--- src/rtl/bops_pkg.sv ---
package bops_pkg;

    localparam int SLOTS_DEF = 32;
    localparam int TYPES_DEF = 8;

    localparam logic [2:0] MD_ADD   = 3'd0;
    localparam logic [2:0] MD_MARK  = 3'd1;
    localparam logic [2:0] MD_PURGE = 3'd2;
    localparam logic [2:0] MD_SCAN  = 3'd3;
    localparam logic [2:0] MD_CLEAR = 3'd4;

    localparam logic [2:0] ST_ADDED  = 3'd0;
    localparam logic [2:0] ST_FULL   = 3'd1;
    localparam logic [2:0] ST_MARKED = 3'd2;
    localparam logic [2:0] ST_EMPTY  = 3'd3;
    localparam logic [2:0] ST_PURGED = 3'd4;
    localparam logic [2:0] ST_NOTIFY = 3'd5;
    localparam logic [2:0] ST_DONE   = 3'd6;

    typedef struct packed {
        logic signed [11:0] x;
        logic signed [11:0] y;
        logic        [10:0] w;
        logic        [10:0] h;
        logic        [2:0]  btype;
        logic               listener;
    } t_box;

    localparam int BOX_BITS = $bits(t_box);

    typedef struct packed {
        logic fwd;
        logic rev;
    } t_pair_flags;

endpackage

--- src/rtl/bops_ram.sv ---
module bops_ram #(
    parameter int WIDTH = 8,
    parameter int DEPTH = 32
) (
    input  logic                     i_clk,
    input  logic                     i_we,
    input  logic [$clog2(DEPTH)-1:0] i_waddr,
    input  logic [WIDTH-1:0]         i_wdata,
    input  logic                     i_re,
    input  logic [$clog2(DEPTH)-1:0] i_raddr,
    output logic [WIDTH-1:0]         o_rdata
);

    logic [WIDTH-1:0] r_mem [DEPTH];
    logic [WIDTH-1:0] r_rdata;

    always_ff @(posedge i_clk) begin
        if (i_we) begin
            r_mem[i_waddr] <= i_wdata;
        end
        if (i_re) begin
            r_rdata <= r_mem[i_raddr];
        end
    end

    assign o_rdata = r_rdata;

endmodule

--- src/rtl/bops_pair_eval.sv ---
module bops_pair_eval
    import bops_pkg::*;
#(
    parameter int TYPES = TYPES_DEF
) (
    input  t_box        i_box_a,
    input  t_box        i_box_b,
    input  logic [63:0] i_matrix,
    output t_pair_flags o_flags
);

    logic signed [13:0] w_ax, w_ay, w_aw, w_ah;
    logic signed [13:0] w_bx, w_by, w_bw, w_bh;
    logic               w_hit;
    logic               w_ta_ok, w_tb_ok;

    always_comb begin
        w_ax = $signed({{2{i_box_a.x[11]}}, i_box_a.x});
        w_ay = $signed({{2{i_box_a.y[11]}}, i_box_a.y});
        w_aw = $signed({3'b000, i_box_a.w});
        w_ah = $signed({3'b000, i_box_a.h});
        w_bx = $signed({{2{i_box_b.x[11]}}, i_box_b.x});
        w_by = $signed({{2{i_box_b.y[11]}}, i_box_b.y});
        w_bw = $signed({3'b000, i_box_b.w});
        w_bh = $signed({3'b000, i_box_b.h});
        w_hit = (w_ax < w_bx + w_bw) && (w_ax + w_aw > w_bx) &&
                (w_ay < w_by + w_bh) && (w_ay + w_ah > w_by);
        w_ta_ok = 32'(i_box_a.btype) < 32'(TYPES);
        w_tb_ok = 32'(i_box_b.btype) < 32'(TYPES);
        o_flags.fwd = w_hit && i_box_a.listener && w_ta_ok && w_tb_ok &&
                      i_matrix[{i_box_a.btype, i_box_b.btype}];
        o_flags.rev = w_hit && i_box_b.listener && w_ta_ok && w_tb_ok &&
                      i_matrix[{i_box_b.btype, i_box_a.btype}];
    end

endmodule

--- src/rtl/box_overlap_pair_scanner.sv ---
// Channel   Direction  Handshake           Payload
// request   in         i_valid / o_ready   i_mode i_slot i_rect_* i_box_type i_has_listener
// result    out        o_valid / i_ready   o_status o_first_slot o_second_slot o_last
// config    in         i_cfg_we            i_cfg_data (notify matrix)
//
// Add, mark, purge and clear each give one result.
// A scan of row i reads each later stored box, one per cycle through the box memory
// read port while no notify waits, then gives a notify per hit and a done result.
// A stalled result holds the sequencer; the request side takes a new request once idle.
// Reset (synchronous, active low) empties the table and clears the matrix.
module box_overlap_pair_scanner
    import bops_pkg::*;
#(
    parameter int SLOTS = SLOTS_DEF,
    parameter int TYPES = TYPES_DEF
) (
    input  logic               i_clk,
    input  logic               i_rst_n,
    input  logic               i_valid,
    output logic               o_ready,
    input  logic [2:0]         i_mode,
    input  logic [4:0]         i_slot,
    input  logic signed [11:0] i_rect_x,
    input  logic signed [11:0] i_rect_y,
    input  logic [10:0]        i_rect_w,
    input  logic [10:0]        i_rect_h,
    input  logic [2:0]         i_box_type,
    input  logic               i_has_listener,
    output logic               o_valid,
    input  logic               i_ready,
    output logic [2:0]         o_status,
    output logic [4:0]         o_first_slot,
    output logic [4:0]         o_second_slot,
    output logic               o_last,
    input  logic               i_cfg_we,
    input  logic [63:0]        i_cfg_data
);

    localparam int W = $clog2(SLOTS);

    typedef enum logic [5:0] {
        S_IDLE  = 6'b000001,
        S_EXEC  = 6'b000010,
        S_LAT_I = 6'b000100,
        S_CMP   = 6'b001000,
        S_EMIT  = 6'b010000,
        S_DONE  = 6'b100000
    } t_state;

    t_state            r_state, n_state;
    logic [SLOTS-1:0]  r_used, n_used;
    logic [SLOTS-1:0]  r_erase, n_erase;
    logic [63:0]       r_matrix;
    logic [2:0]        r_mode;
    logic [4:0]        r_slot;
    t_box              r_new;
    t_box              r_bi, n_bi;
    logic [W-1:0]      r_row, n_row;
    logic [W-1:0]      r_k, n_k;
    logic              r_na, n_na;
    logic              r_nb, n_nb;
    logic              r_out_valid, n_out_valid;
    logic [2:0]        r_status, n_status;
    logic [4:0]        r_first, n_first;
    logic [4:0]        r_second, n_second;
    logic              r_last, n_last;

    logic              w_accept;
    logic              w_out_free;
    logic              w_in_slot_ok;
    logic              w_req_slot_ok;
    logic              w_free_found;
    logic [W-1:0]      w_free_idx;
    logic              w_we;
    logic              w_re;
    logic [W-1:0]      w_raddr;
    logic [BOX_BITS-1:0] w_rdata;
    t_box              w_bk;
    t_pair_flags       w_flags;
    logic              w_k_last;

    assign w_accept      = i_valid && o_ready;
    assign w_out_free    = !r_out_valid || i_ready;
    assign w_in_slot_ok  = 32'(i_slot) < 32'(SLOTS);
    assign w_req_slot_ok = 32'(r_slot) < 32'(SLOTS);
    assign w_bk          = t_box'(w_rdata);
    assign w_k_last      = (r_k == W'(SLOTS - 1));

    always_comb begin
        w_free_found = 1'b0;
        w_free_idx   = '0;
        for (int j = SLOTS - 1; j >= 0; j--) begin
            if (!r_used[j]) begin
                w_free_found = 1'b1;
                w_free_idx   = W'(j);
            end
        end
    end

    bops_ram #(
        .WIDTH (BOX_BITS),
        .DEPTH (SLOTS)
    ) u_box_ram (
        .i_clk   (i_clk),
        .i_we    (w_we),
        .i_waddr (w_free_idx),
        .i_wdata (r_new),
        .i_re    (w_re),
        .i_raddr (w_raddr),
        .o_rdata (w_rdata)
    );

    bops_pair_eval #(
        .TYPES (TYPES)
    ) u_pair_eval (
        .i_box_a  (r_bi),
        .i_box_b  (w_bk),
        .i_matrix (r_matrix),
        .o_flags  (w_flags)
    );

    always_comb begin
        n_state     = r_state;
        n_used      = r_used;
        n_erase     = r_erase;
        n_bi        = r_bi;
        n_row       = r_row;
        n_k         = r_k;
        n_na        = r_na;
        n_nb        = r_nb;
        n_out_valid = r_out_valid && !i_ready;
        n_status    = r_status;
        n_first     = r_first;
        n_second    = r_second;
        n_last      = r_last;
        w_we        = 1'b0;
        w_re        = 1'b0;
        w_raddr     = r_k + W'(1);
        o_ready     = (r_state == S_IDLE);

        case (r_state)
            S_IDLE: begin
                if (w_accept) begin
                    case (i_mode)
                        MD_ADD, MD_MARK, MD_PURGE, MD_CLEAR: begin
                            n_state = S_EXEC;
                        end
                        MD_SCAN: begin
                            if (w_in_slot_ok && r_used[i_slot[W-1:0]]) begin
                                w_re    = 1'b1;
                                w_raddr = i_slot[W-1:0];
                                n_row   = i_slot[W-1:0];
                                n_k     = i_slot[W-1:0];
                                n_state = S_LAT_I;
                            end else begin
                                n_state = S_DONE;
                            end
                        end
                        default: begin
                            n_state = S_IDLE;
                        end
                    endcase
                end
            end
            S_EXEC: begin
                if (w_out_free) begin
                    n_out_valid = 1'b1;
                    n_first     = '0;
                    n_second    = '0;
                    n_last      = 1'b1;
                    n_state     = S_IDLE;
                    case (r_mode)
                        MD_ADD: begin
                            if (w_free_found) begin
                                w_we                = 1'b1;
                                n_used[w_free_idx]  = 1'b1;
                                n_erase[w_free_idx] = 1'b0;
                                n_status            = ST_ADDED;
                                n_first             = 5'(w_free_idx);
                            end else begin
                                n_status = ST_FULL;
                            end
                        end
                        MD_MARK: begin
                            n_first = r_slot;
                            if (w_req_slot_ok && r_used[r_slot[W-1:0]]) begin
                                n_erase[r_slot[W-1:0]] = 1'b1;
                                n_status               = ST_MARKED;
                            end else begin
                                n_status = ST_EMPTY;
                            end
                        end
                        MD_PURGE: begin
                            n_used   = r_used & ~r_erase;
                            n_erase  = '0;
                            n_status = ST_PURGED;
                        end
                        default: begin
                            n_used   = '0;
                            n_erase  = '0;
                            n_status = ST_PURGED;
                        end
                    endcase
                end
            end
            S_LAT_I: begin
                n_bi = w_bk;
                if (w_k_last) begin
                    n_state = S_DONE;
                end else begin
                    w_re    = 1'b1;
                    n_k     = r_k + W'(1);
                    n_state = S_CMP;
                end
            end
            S_CMP: begin
                if (r_used[r_k] && (w_flags.fwd || w_flags.rev)) begin
                    n_na    = w_flags.fwd;
                    n_nb    = w_flags.rev;
                    n_state = S_EMIT;
                end else if (w_k_last) begin
                    n_state = S_DONE;
                end else begin
                    w_re = 1'b1;
                    n_k  = r_k + W'(1);
                end
            end
            S_EMIT: begin
                if (w_out_free) begin
                    n_out_valid = 1'b1;
                    n_status    = ST_NOTIFY;
                    n_last      = 1'b0;
                    if (r_na) begin
                        n_na     = 1'b0;
                        n_first  = 5'(r_row);
                        n_second = 5'(r_k);
                    end else begin
                        n_nb     = 1'b0;
                        n_first  = 5'(r_k);
                        n_second = 5'(r_row);
                    end
                    if (!(r_na && r_nb)) begin
                        if (w_k_last) begin
                            n_state = S_DONE;
                        end else begin
                            w_re    = 1'b1;
                            n_k     = r_k + W'(1);
                            n_state = S_CMP;
                        end
                    end
                end
            end
            S_DONE: begin
                if (w_out_free) begin
                    n_out_valid = 1'b1;
                    n_status    = ST_DONE;
                    n_first     = r_slot;
                    n_second    = '0;
                    n_last      = 1'b1;
                    n_state     = S_IDLE;
                end
            end
            default: begin
                n_state = S_IDLE;
            end
        endcase
    end

    always_ff @(posedge i_clk) begin
        if (!i_rst_n) begin
            r_state     <= S_IDLE;
            r_used      <= '0;
            r_erase     <= '0;
            r_matrix    <= '0;
            r_out_valid <= 1'b0;
            r_na        <= 1'b0;
            r_nb        <= 1'b0;
        end else begin
            r_state     <= n_state;
            r_used      <= n_used;
            r_erase     <= n_erase;
            r_out_valid <= n_out_valid;
            r_na        <= n_na;
            r_nb        <= n_nb;
            if (i_cfg_we) begin
                r_matrix <= i_cfg_data;
            end
        end
    end

    always_ff @(posedge i_clk) begin
        if (w_accept) begin
            r_mode         <= i_mode;
            r_slot         <= i_slot;
            r_new.x        <= i_rect_x;
            r_new.y        <= i_rect_y;
            r_new.w        <= i_rect_w;
            r_new.h        <= i_rect_h;
            r_new.btype    <= i_box_type;
            r_new.listener <= i_has_listener;
        end
        r_bi     <= n_bi;
        r_row    <= n_row;
        r_k      <= n_k;
        r_status <= n_status;
        r_first  <= n_first;
        r_second <= n_second;
        r_last   <= n_last;
    end

    assign o_valid       = r_out_valid;
    assign o_status      = r_status;
    assign o_first_slot  = r_first;
    assign o_second_slot = r_second;
    assign o_last        = r_last;

    a_erase_used: assert property (@(posedge i_clk) disable iff (!i_rst_n)
        (r_erase & ~r_used) == '0)
        else $error("erase mark on an empty slot");

    a_k_after_row: assert property (@(posedge i_clk) disable iff (!i_rst_n)
        (r_state == S_CMP || r_state == S_EMIT) |-> (r_k > r_row))
        else $error("scan column not beyond row");

    a_notify_not_last: assert property (@(posedge i_clk) disable iff (!i_rst_n)
        (o_valid && o_status == ST_NOTIFY) |-> !o_last)
        else $error("notify marked as last");

    a_emit_pending: assert property (@(posedge i_clk) disable iff (!i_rst_n)
        (r_state == S_EMIT) |-> (r_na || r_nb))
        else $error("emit state with nothing pending");

endmodule
--- config.mk ---
export PLATFORM = sky130hd
export DESIGN_NAME = box_overlap_pair_scanner
export DESIGN_NICKNAME = d
export VERILOG_FILES = /design/src/rtl/bops_pkg.sv /design/src/rtl/bops_ram.sv /design/src/rtl/bops_pair_eval.sv /design/src/rtl/box_overlap_pair_scanner.sv
export SDC_FILE = /design/constraint.sdc
export NUM_CORES = 2
export LEC_CHECK = 0
export BUFFER_PORTS_ARGS = -buffer_cell sky130_fd_sc_hd__buf_4
export CAP_MARGIN = 40
export CORE_MARGIN = 2
export CORE_UTILIZATION = 55
export CTS_CLUSTER_SIZE = 10
export DETAILED_ROUTE_END_ITERATION = 7
export PLACE_DENSITY = 0.74
export RECOVER_POWER = 50
export REMOVE_ABC_BUFFERS = 1
export SETUP_SLACK_MARGIN = 0.4
export SYNTH_ARGS = -nofsm -noshare
export SYNTH_HDL_FRONTEND = slang
export SYNTH_SLANG_ARGS = --single-unit
--- constraint.sdc ---
create_clock -name i_clk -period 7.14 [get_ports i_clk]
set_clock_uncertainty 0.05 [all_clocks]
set_input_delay 0.714 -clock i_clk [delete_from_list [all_inputs] [get_ports i_clk]]
set_output_delay 0.714 -clock i_clk [all_outputs]
set_load 0.1 [all_outputs]
==> metrics list <==
- The initial utilization of the core area, before any placement, comes to 0.555.
* Drt wl/cell: around 29 um
- Post-route DRC: 0
- # IOs: 143
- Detailed routing inserted a total of 47000 vias.
* Global-route wire length before repair: 300 mm
* Mean number of vias per cell: between 6 and 7
- Compared with the post-synthesis result, the final layout area differs by 13.5%.
- The checks that failed: capacitance limit, slew limit.
* FMAX: approximately 160 MHz
* Count of cell types in the netlist: 71
* Ys async rst share: 0
* Final Cycle Share: 0.861
- The routed design could run at a clock period as short as 6.15 ns.
- Num Clock Sinks: approximately 1900
- Final-layout setup total negative slack: 0 ns
* Critical Path AT: 6.49 ns
* Largest cells by area after synthesis: sky130_fd_sc_hd__edfxtp_1 69%, sky130_fd_sc_hd__mux2i_1 7.1%, sky130_fd_sc_hd__a32oi_1 4.1%
- Entering global routing, the biggest net connects around 120 pins.
- Endpoint type of the worst setup path: flop
* Largest fanout of any net on the critical path: 50
- Summed over all cells, the static leakage comes to about 30 nW.
- CP Data Required Time: approximately 7.5 ns
- The number of max-slew violations in the final report came to 193.
- Detailed-placement wirelength estimate: 112 mm
- Residual overflow from global routing: 0
* Setup repair after global routing missed its margin: false
- Std-Cell Rows: 137
- Number of hold buffers added after CTS: 50
* Critical setup path kind: reg2reg
- Clock tree synthesis selected as its root buffer the cell sky130_fd_sc_hd__clkbuf_16.
* Post-route ant nets: 0
- Number of global-route vias before repair: 45600
- At the end of the flow, the number of nets in the layout was 5551.
- Bufs on Longest Clock Path: 3
- Critical Path Source Type: flop
- Post-CTS timing repair inserted 0 buffers for setup.
- Dominant synthesized flop cell: sky130_fd_sc_hd__edfxtp_1
* Clock buffers created by TritonCTS: 214
- Buffers placed on the I/O ports in this run total approximately 140.
- Clock-pin transition on the worst setup and hold timing paths: 0.06 ns
* Antenna violations before repair: 4
- Global-route total usage across every layer: 0.282
- Number of enable-type register cells in the synthesized netlist: ~1800
- The H-tree was split into 4 levels.
* Leading area contributor after synthesis: sky130_fd_sc_hd__edfxtp_1
* Worst min path class: in2reg
* Post-cts gate resize count: 0
- Final routed wirelength across all metal layers: approximately 210 mm
- After layout, the design draws a total of between 20 and 25 mW.
* Most used cells in the layout excluding fill and tap cells: 1782 x sky130_fd_sc_hd__edfxtp_1, 792 x sky130_fd_sc_hd__nand2_1, 546 x sky130_fd_sc_hd__mux2i_1, 362 x sky130_fd_sc_hd__a32oi_1, 218 x sky130_fd_sc_hd__clkbuf_16
* Area share of the largest cell type after synthesis: 0.689
- Power per cell area: approximately 270 mW/mm^2
* Final Hold Viols: 0
* Gp weighted congestion: about 0.93
* Cell count after synthesis: between 5000 and 6000
* Core box area: 0.140 sq mm
- Die W: roughly 380 um
- Flip-flop and latch count after synthesis: between 1500 and 2000
- In the final layout, the share of cells above drive strength 1 is 0.113.
- Measured against its own limit, the worst slew margin works out to -1.28.
- The later pin in the worst-skew pair is clocked with a latency of about 0.86 ns.
- The tool flagged a number of max-cap violations equal to 5.
* Post-Synthesis Mean Instance Area: roughly 15 sq um
- The repair_antennas step left the layout with diodes totalling 0.
* Slew at the pin closest to its max-slew limit: between 3 and 4 ns
- The share of the Yosys chip area taken by registers is 0.724.
* Detailed-router iteration count before antenna repair: 6
- CTS tree: built
- The flow ran to the end, but the final reports show violations.
- Commonest non-fill, non-tap cell in the layout: sky130_fd_sc_hd__edfxtp_1
- Worst vdd rail ir drop: 0.000227 V
- Number of DRC violations after detailed-routing iteration 0: about 6500
- In this run the vertical extent of the chip is around 380 um.
* Total die area: about 0.14 sq mm
* Final setup violating endpoints: 0
- Synth warnings: 0
- After synthesis the cells add up to about 0.078 sq mm.
[where the power goes]
| group | internal [mW] | switching, mW |
|---|---|---|
| sequential | 12.7 | 0.339 |
| combinational | 0.249 | 0.528 |
| clock | 5.58 | 4.11 |
[path summary, 6_finish.rpt]
check	slack, ns	from	cells past startpoint	end
worst max-delay path	0.99	u_box_ram.o_rdata[26]	22	u_box_ram.o_rdata[4]
worst min-delay path	0.05	i_cfg_data[53]	3	r_matrix[53]
worst max register to register	0.99	u_box_ram.o_rdata[26]	22	u_box_ram.o_rdata[4]
worst min register to register	0.40	u_box_ram.o_rdata[18]	0	r_bi[18]
[critical path: stages (launching register included)]
cell and delay, ns:
sky130_fd_sc_hd__edfxtp_1 0.42, sky130_fd_sc_hd__ha_1 0.24, sky130_fd_sc_hd__fa_1 0.41, sky130_fd_sc_hd__a21o_1 0.18
sky130_fd_sc_hd__a21oi_1 0.22, sky130_fd_sc_hd__o21bai_1 0.09, sky130_fd_sc_hd__a21oi_1 0.23, sky130_fd_sc_hd__o21bai_1 0.12
sky130_fd_sc_hd__a21oi_1 0.25, sky130_fd_sc_hd__nor2b_1 0.08, sky130_fd_sc_hd__o21ai_0 0.16, sky130_fd_sc_hd__nand2b_1 0.11
sky130_fd_sc_hd__a211o_1 0.30, sky130_fd_sc_hd__ha_1 0.22, sky130_fd_sc_hd__a2111oi_0 0.27, sky130_fd_sc_hd__o21ai_0 0.21
sky130_fd_sc_hd__o211ai_1 0.14, sky130_fd_sc_hd__o31ai_1 0.14, sky130_fd_sc_hd__a211o_1 0.32, sky130_fd_sc_hd__or4_1 0.65
sky130_fd_sc_hd__nand2b_1 0.18, sky130_fd_sc_hd__a21o_1 0.19, sky130_fd_sc_hd__nand2_4 0.44
[registers in the layout (all words and copies together), names as in the netlist]
name	cells
r_used	32
r_bi	50
r_new	50
o_first_slot	5
r_na	1
o_second_slot	5
r_slot	5
r_matrix	64
r_mode	3
u_box_ram.o_rdata	50
r_row	5
o_last	1
o_valid	1
r_nb	1
u_box_ram.r_mem	1600
r_erase	32
r_k	5
r_state	6
o_status	3
[per-layer routing]
metal  up-vias  GRT usage  wire length [um]
met2      2951      0.441             95900
met1     23300      0.388             79700
met4         6      0.121              9050
met3       515     0.0579             22500
li1      20200          -                 -
met5         -          0                46
[cell families (layout without fill, tap and decap cells)]
kind of cell,count (synthesis),after routing,synth area share
flops,1919,1919,0.724
compound gates,745,745,0.0728
simple gates,1297,1297,0.0716
buf+inv,349,670,0.0211
xor+xnor,44,44,0.00496
mux,612,612,0.0885
fa+ha+maj,101,101,0.0166
[synthesized netlist by cell type, types with 6 or more instances]
library cell               instances
sky130_fd_sc_hd__a21oi_1         124
sky130_fd_sc_hd__nor3b_2           9
sky130_fd_sc_hd__mux2_2            6
sky130_fd_sc_hd__buf_4            48
sky130_fd_sc_hd__xnor2_1          33
sky130_fd_sc_hd__o21a_1           11
sky130_fd_sc_hd__nor2_1          239
sky130_fd_sc_hd__inv_1            63
sky130_fd_sc_hd__xor2_1           11
sky130_fd_sc_hd__clkbuf_1        136
sky130_fd_sc_hd__nor4_1            9
sky130_fd_sc_hd__nor2b_1          17
sky130_fd_sc_hd__a31oi_1          12
sky130_fd_sc_hd__o21ai_0          59
sky130_fd_sc_hd__nand2_1         793
sky130_fd_sc_hd__buf_2            87
sky130_fd_sc_hd__o21bai_1         19
sky130_fd_sc_hd__a311oi_1         13
sky130_fd_sc_hd__a22oi_1          54
sky130_fd_sc_hd__dfxtp_1         137
sky130_fd_sc_hd__mux4_2           58
sky130_fd_sc_hd__a21o_1           14
sky130_fd_sc_hd__a32oi_1         362
sky130_fd_sc_hd__buf_1             7
sky130_fd_sc_hd__nand3_1          19
sky130_fd_sc_hd__mux2i_1         547
sky130_fd_sc_hd__ha_1             96
sky130_fd_sc_hd__and3_1            8
sky130_fd_sc_hd__nor3_1           40
sky130_fd_sc_hd__nor3b_1          13
sky130_fd_sc_hd__a211oi_1         32
sky130_fd_sc_hd__nand2b_1         11
sky130_fd_sc_hd__nand4_1         119
sky130_fd_sc_hd__edfxtp_1       1782
[final cells by class]
type                            count  area [sq um]
Clock buffer                      261          5640
Clock inverter                     19           330
Fill cell                        9878         51800
Inverter                           64           240
Multi-Input combinational cell   2799         20100
Sequential cell                  1919         56300
Tap cell                         1876          2350
Timing Repair Buffer              326          3180
[stage by stage]
| stage | cell area (sq um) | util | std cells | hold WS (ns) | setup WS, ns |
|---|---|---|---|---|---|
| 5_1_grt | 88100 | 0.630 | 7264 | 0.0230 | 0.557 |
| 2_1_floorplan | 76300 | - | 4782 | 0.376 | -42.70 |
| 3_5_place_dp | 81900 | 0.586 | 6932 | 0.391 | 1.12 |
| 6_report | 88100 | 0.630 | 7264 | 0.0519 | 0.994 |
| 3_3_place_gp | 81300 | 0.581 | 6902 | 0.387 | 1.23 |
| 4_1_cts | 88400 | 0.632 | 7262 | 0.000453 | 1.08 |
Power figures use the tool's default switching activity.
